## src/sv/motor_feedback_encoder_unwrap_unit_assert.svh

```systemverilog
// assertion macros shared by the encoder unwrap rtl
`ifndef MOTOR_FEEDBACK_ENCODER_UNWRAP_UNIT_ASSERT_SVH
`define MOTOR_FEEDBACK_ENCODER_UNWRAP_UNIT_ASSERT_SVH

// clocked check, switched off while reset is held
`define MFEU_ASSERT_RST(label, clk, rst_n, prop, msg) \
  label: assert property (@(posedge clk) disable iff (!rst_n) prop) else $error(msg);

// clocked check with no reset qualifier
`define MFEU_ASSERT_CLK(label, clk, prop, msg) \
  label: assert property (@(posedge clk) prop) else $error(msg);

`endif

```

## src/sv/mfeu_pkg.sv

```systemverilog
// shared types, constants and helpers of the encoder unwrap block
`default_nettype none

package mfeu_pkg;

  localparam int unsigned RES_W      = 17;
  localparam int unsigned ADDR_W     = 3;
  localparam int unsigned DATA_W     = 32;
  localparam int unsigned READING_W  = 16;
  localparam int unsigned ACC_W      = 64;
  localparam int unsigned POS_W      = 32;

  localparam logic [RES_W-1:0] RES_RESET = 17'd8192;

  // register index taken from paddr[2]
  localparam logic REG_RESOLUTION = 1'b0;

  localparam logic signed [POS_W-1:0] POS_SAT_MAX = 32'sh7fff_ffff;
  localparam logic signed [POS_W-1:0] POS_SAT_MIN = 32'sh8000_0000;

  typedef struct packed {
    logic signed [POS_W-1:0] position_total;
    logic signed [POS_W-1:0] turn_count;
  } unwrap_status_t;

  function automatic logic signed [POS_W-1:0] saturate32(input logic [ACC_W-1:0] acc);
    logic fits;
    begin
      // fits when bits 63:31 all agree
      fits = (&acc[ACC_W-1:POS_W-1]) | ~(|acc[ACC_W-1:POS_W-1]);
      if (fits) begin
        saturate32 = signed'(acc[POS_W-1:0]);
      end else if (acc[ACC_W-1]) begin
        saturate32 = POS_SAT_MIN;
      end else begin
        saturate32 = POS_SAT_MAX;
      end
    end
  endfunction

endpackage

`default_nettype wire

```

## src/sv/mfeu_cfg.sv

```systemverilog
// apb register holding the encoder resolution
`default_nettype none

module mfeu_cfg (
  input  wire logic                          clk,
  input  wire logic                          rst_n,
  input  wire logic                          psel,
  input  wire logic                          penable,
  input  wire logic                          pwrite,
  input  wire logic [mfeu_pkg::ADDR_W-1:0]   paddr,
  input  wire logic [mfeu_pkg::DATA_W-1:0]   pwdata,
  output logic      [mfeu_pkg::DATA_W-1:0]   prdata,
  output logic                               pready,
  output logic      [mfeu_pkg::RES_W-1:0]    resolution
);

  logic [mfeu_pkg::RES_W-1:0] resolution_r;
  logic [mfeu_pkg::RES_W-1:0] resolution_nxt;
  logic                       hit_res;

  assign hit_res = (paddr[2] == mfeu_pkg::REG_RESOLUTION);

  always_comb begin
    resolution_nxt = resolution_r;
    if (psel && penable && pwrite && hit_res) begin
      resolution_nxt = pwdata[mfeu_pkg::RES_W-1:0];
    end
  end

  always_ff @(posedge clk) begin
    if (!rst_n) begin
      resolution_r <= mfeu_pkg::RES_RESET;
    end else begin
      resolution_r <= resolution_nxt;
    end
  end

  always_comb begin
    prdata = '0;
    if (hit_res) begin
      prdata = {{(mfeu_pkg::DATA_W-mfeu_pkg::RES_W){1'b0}}, resolution_r};
    end
  end

  assign pready     = 1'b1;
  assign resolution = resolution_r;

endmodule

`default_nettype wire

```

## src/sv/mfeu_unwrap.sv

```systemverilog
// multiturn state: previous reading, position accumulator and turn counter
`default_nettype none

`include "motor_feedback_encoder_unwrap_unit_assert.svh"

module mfeu_unwrap (
  input  wire logic                             clk,
  input  wire logic                             rst_n,
  input  wire logic                             load,
  input  wire logic [mfeu_pkg::READING_W-1:0]   reading,
  input  wire logic [mfeu_pkg::RES_W-1:0]       resolution,
  output mfeu_pkg::unwrap_status_t              status
);

  logic                                seen_r;
  logic                                seen_nxt;
  logic [mfeu_pkg::READING_W-1:0]      prev_r;
  logic [mfeu_pkg::READING_W-1:0]      prev_nxt;
  logic [mfeu_pkg::ACC_W-1:0]          acc_r;
  logic [mfeu_pkg::ACC_W-1:0]          acc_nxt;
  logic [mfeu_pkg::POS_W-1:0]          wrap_r;
  logic [mfeu_pkg::POS_W-1:0]          wrap_nxt;

  logic signed [18:0] delta;
  logic signed [18:0] half;
  logic signed [18:0] res_s;
  logic signed [18:0] delta_adj;
  logic               over;
  logic               under;

  assign delta = signed'({3'b000, reading}) - signed'({3'b000, prev_r});
  assign res_s = signed'({2'b00, resolution});
  assign half  = signed'({3'b000, resolution[mfeu_pkg::RES_W-1:1]});
  assign over  = delta > half;
  assign under = delta < -half;

  always_comb begin
    delta_adj = delta;
    if (over) begin
      delta_adj = delta - res_s;
    end else if (under) begin
      delta_adj = delta + res_s;
    end
  end

  always_comb begin
    seen_nxt = seen_r;
    prev_nxt = prev_r;
    acc_nxt  = acc_r;
    wrap_nxt = wrap_r;
    if (load) begin
      seen_nxt = 1'b1;
      prev_nxt = reading;
      if (!seen_r) begin
        acc_nxt = {{(mfeu_pkg::ACC_W-mfeu_pkg::READING_W){1'b0}}, reading};
      end else begin
        acc_nxt = acc_r + {{(mfeu_pkg::ACC_W-19){delta_adj[18]}}, delta_adj};
        if (over) begin
          wrap_nxt = wrap_r - 32'd1;
        end else if (under) begin
          wrap_nxt = wrap_r + 32'd1;
        end
      end
    end
  end

  always_ff @(posedge clk) begin
    if (!rst_n) begin
      seen_r <= 1'b0;
      prev_r <= '0;
      acc_r  <= '0;
      wrap_r <= '0;
    end else begin
      seen_r <= seen_nxt;
      prev_r <= prev_nxt;
      acc_r  <= acc_nxt;
      wrap_r <= wrap_nxt;
    end
  end

  assign status.position_total = mfeu_pkg::saturate32(acc_r);
  assign status.turn_count     = signed'(wrap_r);

  `MFEU_ASSERT_RST(a_first_loads_raw, clk, rst_n, load && !seen_r |=> acc_r == {48'd0, $past(reading)}, "first word did not load the accumulator")
  `MFEU_ASSERT_RST(a_turn_step_one, clk, rst_n, load |=> wrap_r == $past(wrap_r) || wrap_r == $past(wrap_r) + 32'd1 || wrap_r == $past(wrap_r) - 32'd1, "turn counter moved by more than one")
  `MFEU_ASSERT_RST(a_state_holds, clk, rst_n, !load |=> $stable(acc_r) && $stable(wrap_r) && $stable(prev_r), "unwrap state changed with no word")

endmodule

`default_nettype wire

```

## src/sv/motor_feedback_encoder_unwrap_unit.sv

```systemverilog
// Multiturn encoder unwrap for 8-byte motor feedback words. One word is accepted per clock
// cycle while in_stall is low; each word passes through the input register and then the
// output register, and throughput is one word per cycle while out_stall is low, with a
// single unwrap pass (19-bit delta, compare against half the resolution, 64-bit
// accumulate). A stalled result holds the input register, and in_stall is raised only
// while both registers are occupied. 16-bit fields are big-endian (byte 0 is the high
// byte of the reading). The first word after reset loads the accumulator with the raw
// reading; position_total is the accumulator saturated to 32 bits, turn_count wraps.
// encoder_resolution sits at byte address 0 of the apb port; the user must write it only
// while no word is in flight, and the block itself does not enforce this.
`default_nettype none

`include "motor_feedback_encoder_unwrap_unit_assert.svh"

module motor_feedback_encoder_unwrap_unit (
  input  wire logic                            clk,
  input  wire logic                            rst_n,
  input  wire logic                            in_valid,
  output logic                                 in_stall,
  input  wire logic [63:0]                     in_frame_bytes,
  output logic                                 out_valid,
  input  wire logic                            out_stall,
  output logic [15:0]                          out_encoder_raw,
  output logic signed [15:0]                   out_speed_rpm,
  output logic signed [15:0]                   out_current_raw,
  output logic [7:0]                           out_temperature,
  output logic [7:0]                           out_spare_byte,
  output logic signed [31:0]                   out_position_total,
  output logic signed [31:0]                   out_turn_count,
  input  wire logic                            psel,
  input  wire logic                            penable,
  input  wire logic                            pwrite,
  input  wire logic [mfeu_pkg::ADDR_W-1:0]     paddr,
  input  wire logic [mfeu_pkg::DATA_W-1:0]     pwdata,
  output logic      [mfeu_pkg::DATA_W-1:0]     prdata,
  output logic                                 pready
);

  logic                          in_valid_r;
  logic                          in_valid_nxt;
  logic [63:0]                   frame_r;
  logic                          out_valid_r;
  logic                          out_valid_nxt;
  logic [63:0]                   out_frame_r;
  logic                          advance;
  logic                          move;
  logic                          in_acc;
  logic [mfeu_pkg::RES_W-1:0]    resolution;
  mfeu_pkg::unwrap_status_t      status;

  mfeu_cfg u_cfg (
    .clk        (clk),
    .rst_n      (rst_n),
    .psel       (psel),
    .penable    (penable),
    .pwrite     (pwrite),
    .paddr      (paddr),
    .pwdata     (pwdata),
    .prdata     (prdata),
    .pready     (pready),
    .resolution (resolution)
  );

  // output register free or being drained this cycle
  assign advance  = !out_valid_r || !out_stall;
  assign move     = in_valid_r && advance;
  assign in_stall = in_valid_r && !advance;
  assign in_acc   = in_valid && !in_stall;

  assign in_valid_nxt  = in_acc || (in_valid_r && !advance);
  assign out_valid_nxt = move || (out_valid_r && out_stall);

  always_ff @(posedge clk) begin
    if (!rst_n) begin
      in_valid_r  <= 1'b0;
      out_valid_r <= 1'b0;
    end else begin
      in_valid_r  <= in_valid_nxt;
      out_valid_r <= out_valid_nxt;
    end
  end

  always_ff @(posedge clk) begin
    if (in_acc) begin
      frame_r <= in_frame_bytes;
    end
    if (move) begin
      out_frame_r <= frame_r;
    end
  end

  // unwrap state steps together with the output register load
  mfeu_unwrap u_unwrap (
    .clk        (clk),
    .rst_n      (rst_n),
    .load       (move),
    .reading    ({frame_r[7:0], frame_r[15:8]}),
    .resolution (resolution),
    .status     (status)
  );

  assign out_valid          = out_valid_r;
  assign out_encoder_raw    = {out_frame_r[7:0], out_frame_r[15:8]};
  assign out_speed_rpm      = signed'({out_frame_r[23:16], out_frame_r[31:24]});
  assign out_current_raw    = signed'({out_frame_r[39:32], out_frame_r[47:40]});
  assign out_temperature    = out_frame_r[55:48];
  assign out_spare_byte     = out_frame_r[63:56];
  assign out_position_total = status.position_total;
  assign out_turn_count     = status.turn_count;

  `MFEU_ASSERT_RST(a_stall_when_blocked, clk, rst_n, in_valid_r && out_valid_r && out_stall |-> in_stall, "input not stalled behind a full output")
  `MFEU_ASSERT_RST(a_no_stall_when_empty, clk, rst_n, !in_valid_r |-> !in_stall, "stall raised with an empty input register")
  `MFEU_ASSERT_RST(a_out_from_input, clk, rst_n, $rose(out_valid_r) |-> $past(in_valid_r), "result appeared with no word in the input register")

endmodule

`default_nettype wire

```

## config.mk

```make
export PLATFORM = sky130hd
export DESIGN_NAME = motor_feedback_encoder_unwrap_unit
export DESIGN_NICKNAME = d
export VERILOG_FILES = /design/src/sv/mfeu_pkg.sv /design/src/sv/mfeu_cfg.sv /design/src/sv/mfeu_unwrap.sv /design/src/sv/motor_feedback_encoder_unwrap_unit.sv
export VERILOG_INCLUDE_DIRS = /design/src /design/src/sv
export SDC_FILE = /design/constraint.sdc
export NUM_CORES = 1
export LEC_CHECK = 0
export BUFFER_PORTS_ARGS = -buffer_cell sky130_fd_sc_hd__buf_2
export CAP_MARGIN = 20
export CORE_UTILIZATION = 40
export CTS_BUF_LIST = sky130_fd_sc_hd__clkbuf_16
export DETAILED_ROUTE_END_ITERATION = 10
export PLACE_DENSITY = 0.61
export SETUP_SLACK_MARGIN = 0.05
export SYNTH_ARGS = -nofsm -noshare
export SYNTH_HDL_FRONTEND = slang
export SYNTH_HIERARCHICAL = 1
export SYNTH_SLANG_ARGS = --single-unit
export TNS_END_PERCENT = 20
```

## constraint.sdc

```tcl
create_clock -name clk -period 9.21 [get_ports clk]
set_input_delay 0.4605 -clock clk [delete_from_list [all_inputs] [get_ports clk]]
set_output_delay 0.4605 -clock clk [all_outputs]
set_load 0.01 [all_outputs]
```

==> results_dict.tcl <==
set metrics [dict create \
    cts.sinks 260 \
    synth_area_leaders "edfxtp_1 (22%), dfxtp_1 (15%), ha_1 (13%), a21oi_1 (5.0%), a21o_1 (4.3%)" \
    grt_max_degree 139 \
    async_reset_ff_share_pct 0 \
    nets 2495 \
    grt_pass1_wl_microns 75100 \
    stdcell_count 2813 \
    dp_hpwl_microns 35200 \
    max_slew_margin_pct 36.1 \
    multiInputGateArea_sq_um 10700 \
    antenna_found_initial 1 \
    ant_nets 0 \
    final_cell_mix "buf_2 (235), nand2_1 (199), ha_1 (187)" \
    synth_top_area_share_pct 21.5 \
    intPower_uw 2620 \
    n_fill_cell 4294 \
    globalplace.congestion 0.891 \
    numPortBuffers 235 \
    yosysTopAreaCell "edfxtp_1" \
    tritoncts "built" \
    core_sq_um 44100 \
    postCtsHoldBufs 0 \
    boundaryPins 269 \
    hold_viol_final 0 \
    ys_ff_latch 260 \
    holdCritPathClass "input port to flop" \
    dpl.cell_count 2753 \
    cts.clk_slew.worst_paths_ns 0.06 \
    die_y_microns 213 \
    drv_cap 0 \
    synth_area_sq_um 17900 \
    synth_ff_type "dfxtp_1" \
    timing.rr.end "u_unwrap/acc_r[62]$_SDFFE_PN0P_" \
    area_growth_pct 15.9 \
    endpoint_kind "flop" \
    cts_buffer_depth 3 \
    p_sw_uw 1520 \
    postSynthCellCount 1977 \
    rows 77 \
    worstSkewPairLatency_ns 0.55 \
    ir_drop_uv 114 \
    reg2reg_depth 33 \
    skew_ns 0.0337 \
    drt_wl_total_microns 47500 \
    pwr-share-comb_pct 38.0 \
    die_w_microns 213 \
    avgSynthCellArea_sq_um 9.03 \
    p_sw_share_pct 36.7 \
    first_pass_iters 5 \
    cp_top_family "compound AO/OA/AOI/OAI gates" \
    grt_pass1_vias 14164 \
    startpoint_type "flop" \
    yosysSeqAreaShare_pct 36.3 \
    fin_crit_sh_pct 94.0 \
    clockRootBuffer "clkbuf_16" \
    hold_end "frame_r[15]$_DFFE_PP_" \
    critPathMaxStageDelay_ns 0.53 \
    r2r_setup_slack_ns 0.55 \
    vias_per_cell 5.38 \
    slowest_stage "a2111oi_0" \
    required_ns 9.66 \
    status "complete, no violations" \
    max_freq_mhz 116 \
    hold_path_depth 1 \
    p_per_area_nw_per_um2 199 \
    fin_tns_setup_ns 0 \
    cp.arrival_ns 9.10 \
    fin_crit_ns 8.66 \
    hold_ws_ns 0.0851 \
    wl_per_cell_microns 16.9 \
    via_count 15139 \
    htree_levels 2 \
    initial_utilization_pct 40.5 \
    drtIter0Drc 768 \
    cp_max_fo 10 \
    slew_viol_final 0 \
    synthDistinctLibCells 89 \
    numCtsBuffers 34 \
    grt.total_usage_pct 20.7 \
    rsz0062_at_grt "true" \
    leakage_uw 0.00922 \
    clkPwrFrac_pct 30.5 \
    worst_slew_pin_slew_ns 0.958 \
    post_cts_buffers 0 \
    setup_viol 0 \
    critPathBufInv 1 \
    final_common_cell "buf_2" \
    drc 0 \
    overflow 0 \
    die_area_sq_um 45500 \
    regArea_sq_um 6490 \
    drive_above_1_share_pct 15.7 \
    synth_edf_count 128 \
    critical_path_class "flop to flop" \
    ys_warn_count 6 \
    power_frac_seq_pct 31.6 \
    hold_start "in_frame_bytes[15]" \
    r2r_start "frame_r[9]$_DFFE_PP_" \
]
==> routing by layer <==
layer / track usage (%) / vias to the layer above / wire, microns
li1: - / 7616 / -
met4: 5.52 / 0 / 992
met2: 34.2 / 317 / 21600
met5: 0 / - / 0
met1: 28.3 / 7146 / 23000
met3: 2.72 / 60 / 1860
==> per-stage QoR <==
step                      util, %  power (uW)  setup slack [ns]  area (sq um)
after global placement       44.5        2860             0.746         19600
final                        46.9        4130             0.553         20700
after detailed placement     44.5        2880             0.664         19600
after floorplan                 -        2450              1.44         17900
after global routing         46.9        4400            0.0189         20700
after CTS                    46.9        4170             0.575         20700
==> flip-flops by register name, summed over array words and instances (netlist names) <==
name	count
u_unwrap/prev_r	16
in_valid_r	1
u_unwrap/wrap_r	32
u_unwrap/acc_r	64
u_unwrap/seen_r	1
out_valid	1
frame_r	64
u_cfg/resolution	17
out_frame_r	64
==> power by group through the flow <==
stage / combinational [uW] / clock, uW / sequential, uW
6_report: 1570 / 1260 / 1300
3_5_place_dp: 1550 / 0 / 1330
3_3_place_gp: 1530 / 0 / 1330
4_1_cts: 1560 / 1300 / 1300
2_1_floorplan: 1120 / 0 / 1330
5_1_grt: 1750 / 1340 / 1310
==> worst max path at each step <==
stage	startpoint	to	slack (ns)	cells after the start
floorplan	frame_r[9]$_DFFE_PP_	u_unwrap/acc_r[63]$_SDFFE_PN0P_	1.44	31
global placement	frame_r[9]$_DFFE_PP_	u_unwrap/acc_r[57]$_SDFFE_PN0P_	0.75	32
detailed placement	frame_r[9]$_DFFE_PP_	u_unwrap/acc_r[57]$_SDFFE_PN0P_	0.66	32
CTS	frame_r[9]$_DFFE_PP_	u_unwrap/acc_r[57]$_SDFFE_PN0P_	0.57	32
global route	frame_r[8]$_DFFE_PP_	u_unwrap/acc_r[61]$_SDFFE_PN0P_	0.02	37
finish	frame_r[9]$_DFFE_PP_	u_unwrap/acc_r[62]$_SDFFE_PN0P_	0.55	33
==> cells in the mapped netlist, types with 44 or more instances <==
master	n
a21o_1	102
a21oi_1	179
clkbuf_1	58
dfxtp_1	132
edfxtp_1	128
ha_1	187
inv_1	84
mux2i_1	45
nand2_1	199
nor2_1	139
nor2b_1	44
o21ai_0	114
xnor2_1	72
xor2_1	46
==> area by class of cell <==
class | instances | share of cell area (%)
clock buffer | 34 | 4.11
inverter | 85 | 1.54
multi-input combinational | 1556 | 51.7
tap | 592 | 3.58
antenna | 1 | 0.0121
timing repair buffer | 260 | 6.74
clock inverter | 25 | 0.985
sequential | 260 | 31.3
==> kinds of logic after synthesis <==
logic type	Yosys count	synth area share (%)
multiplexers	46	2.58
flip-flops	260	36.3
other	2	0.0420
XOR/XNOR	118	5.79
AO/OA/AOI/OAI	595	21.4
adder cells (fa/ha/maj)	192	13.7
buffers and inverters	175	4.23
AND/OR/NAND/NOR	589	15.9
==> timing repair <==
action                                 4_1_cts  5_1_grt
setup endpoints to repair                    0        4
endpoints found under the hold margin        0        0
gates resized for setup                      0        3
==> worst reg2reg max path: cells and delay by family, from the launching register on <==
| family | cells | cell delay (ns) |
|---|---|---|
| xor+xnor | 2 | 0.38 |
| simple gates | 6 | 1.21 |
| flops | 1 | 0.48 |
| buf+inv | 1 | 0.08 |
| compound gates | 20 | 5.10 |
| fa+ha+maj | 4 | 1.30 |
Power figures use the tool's default switching activity.
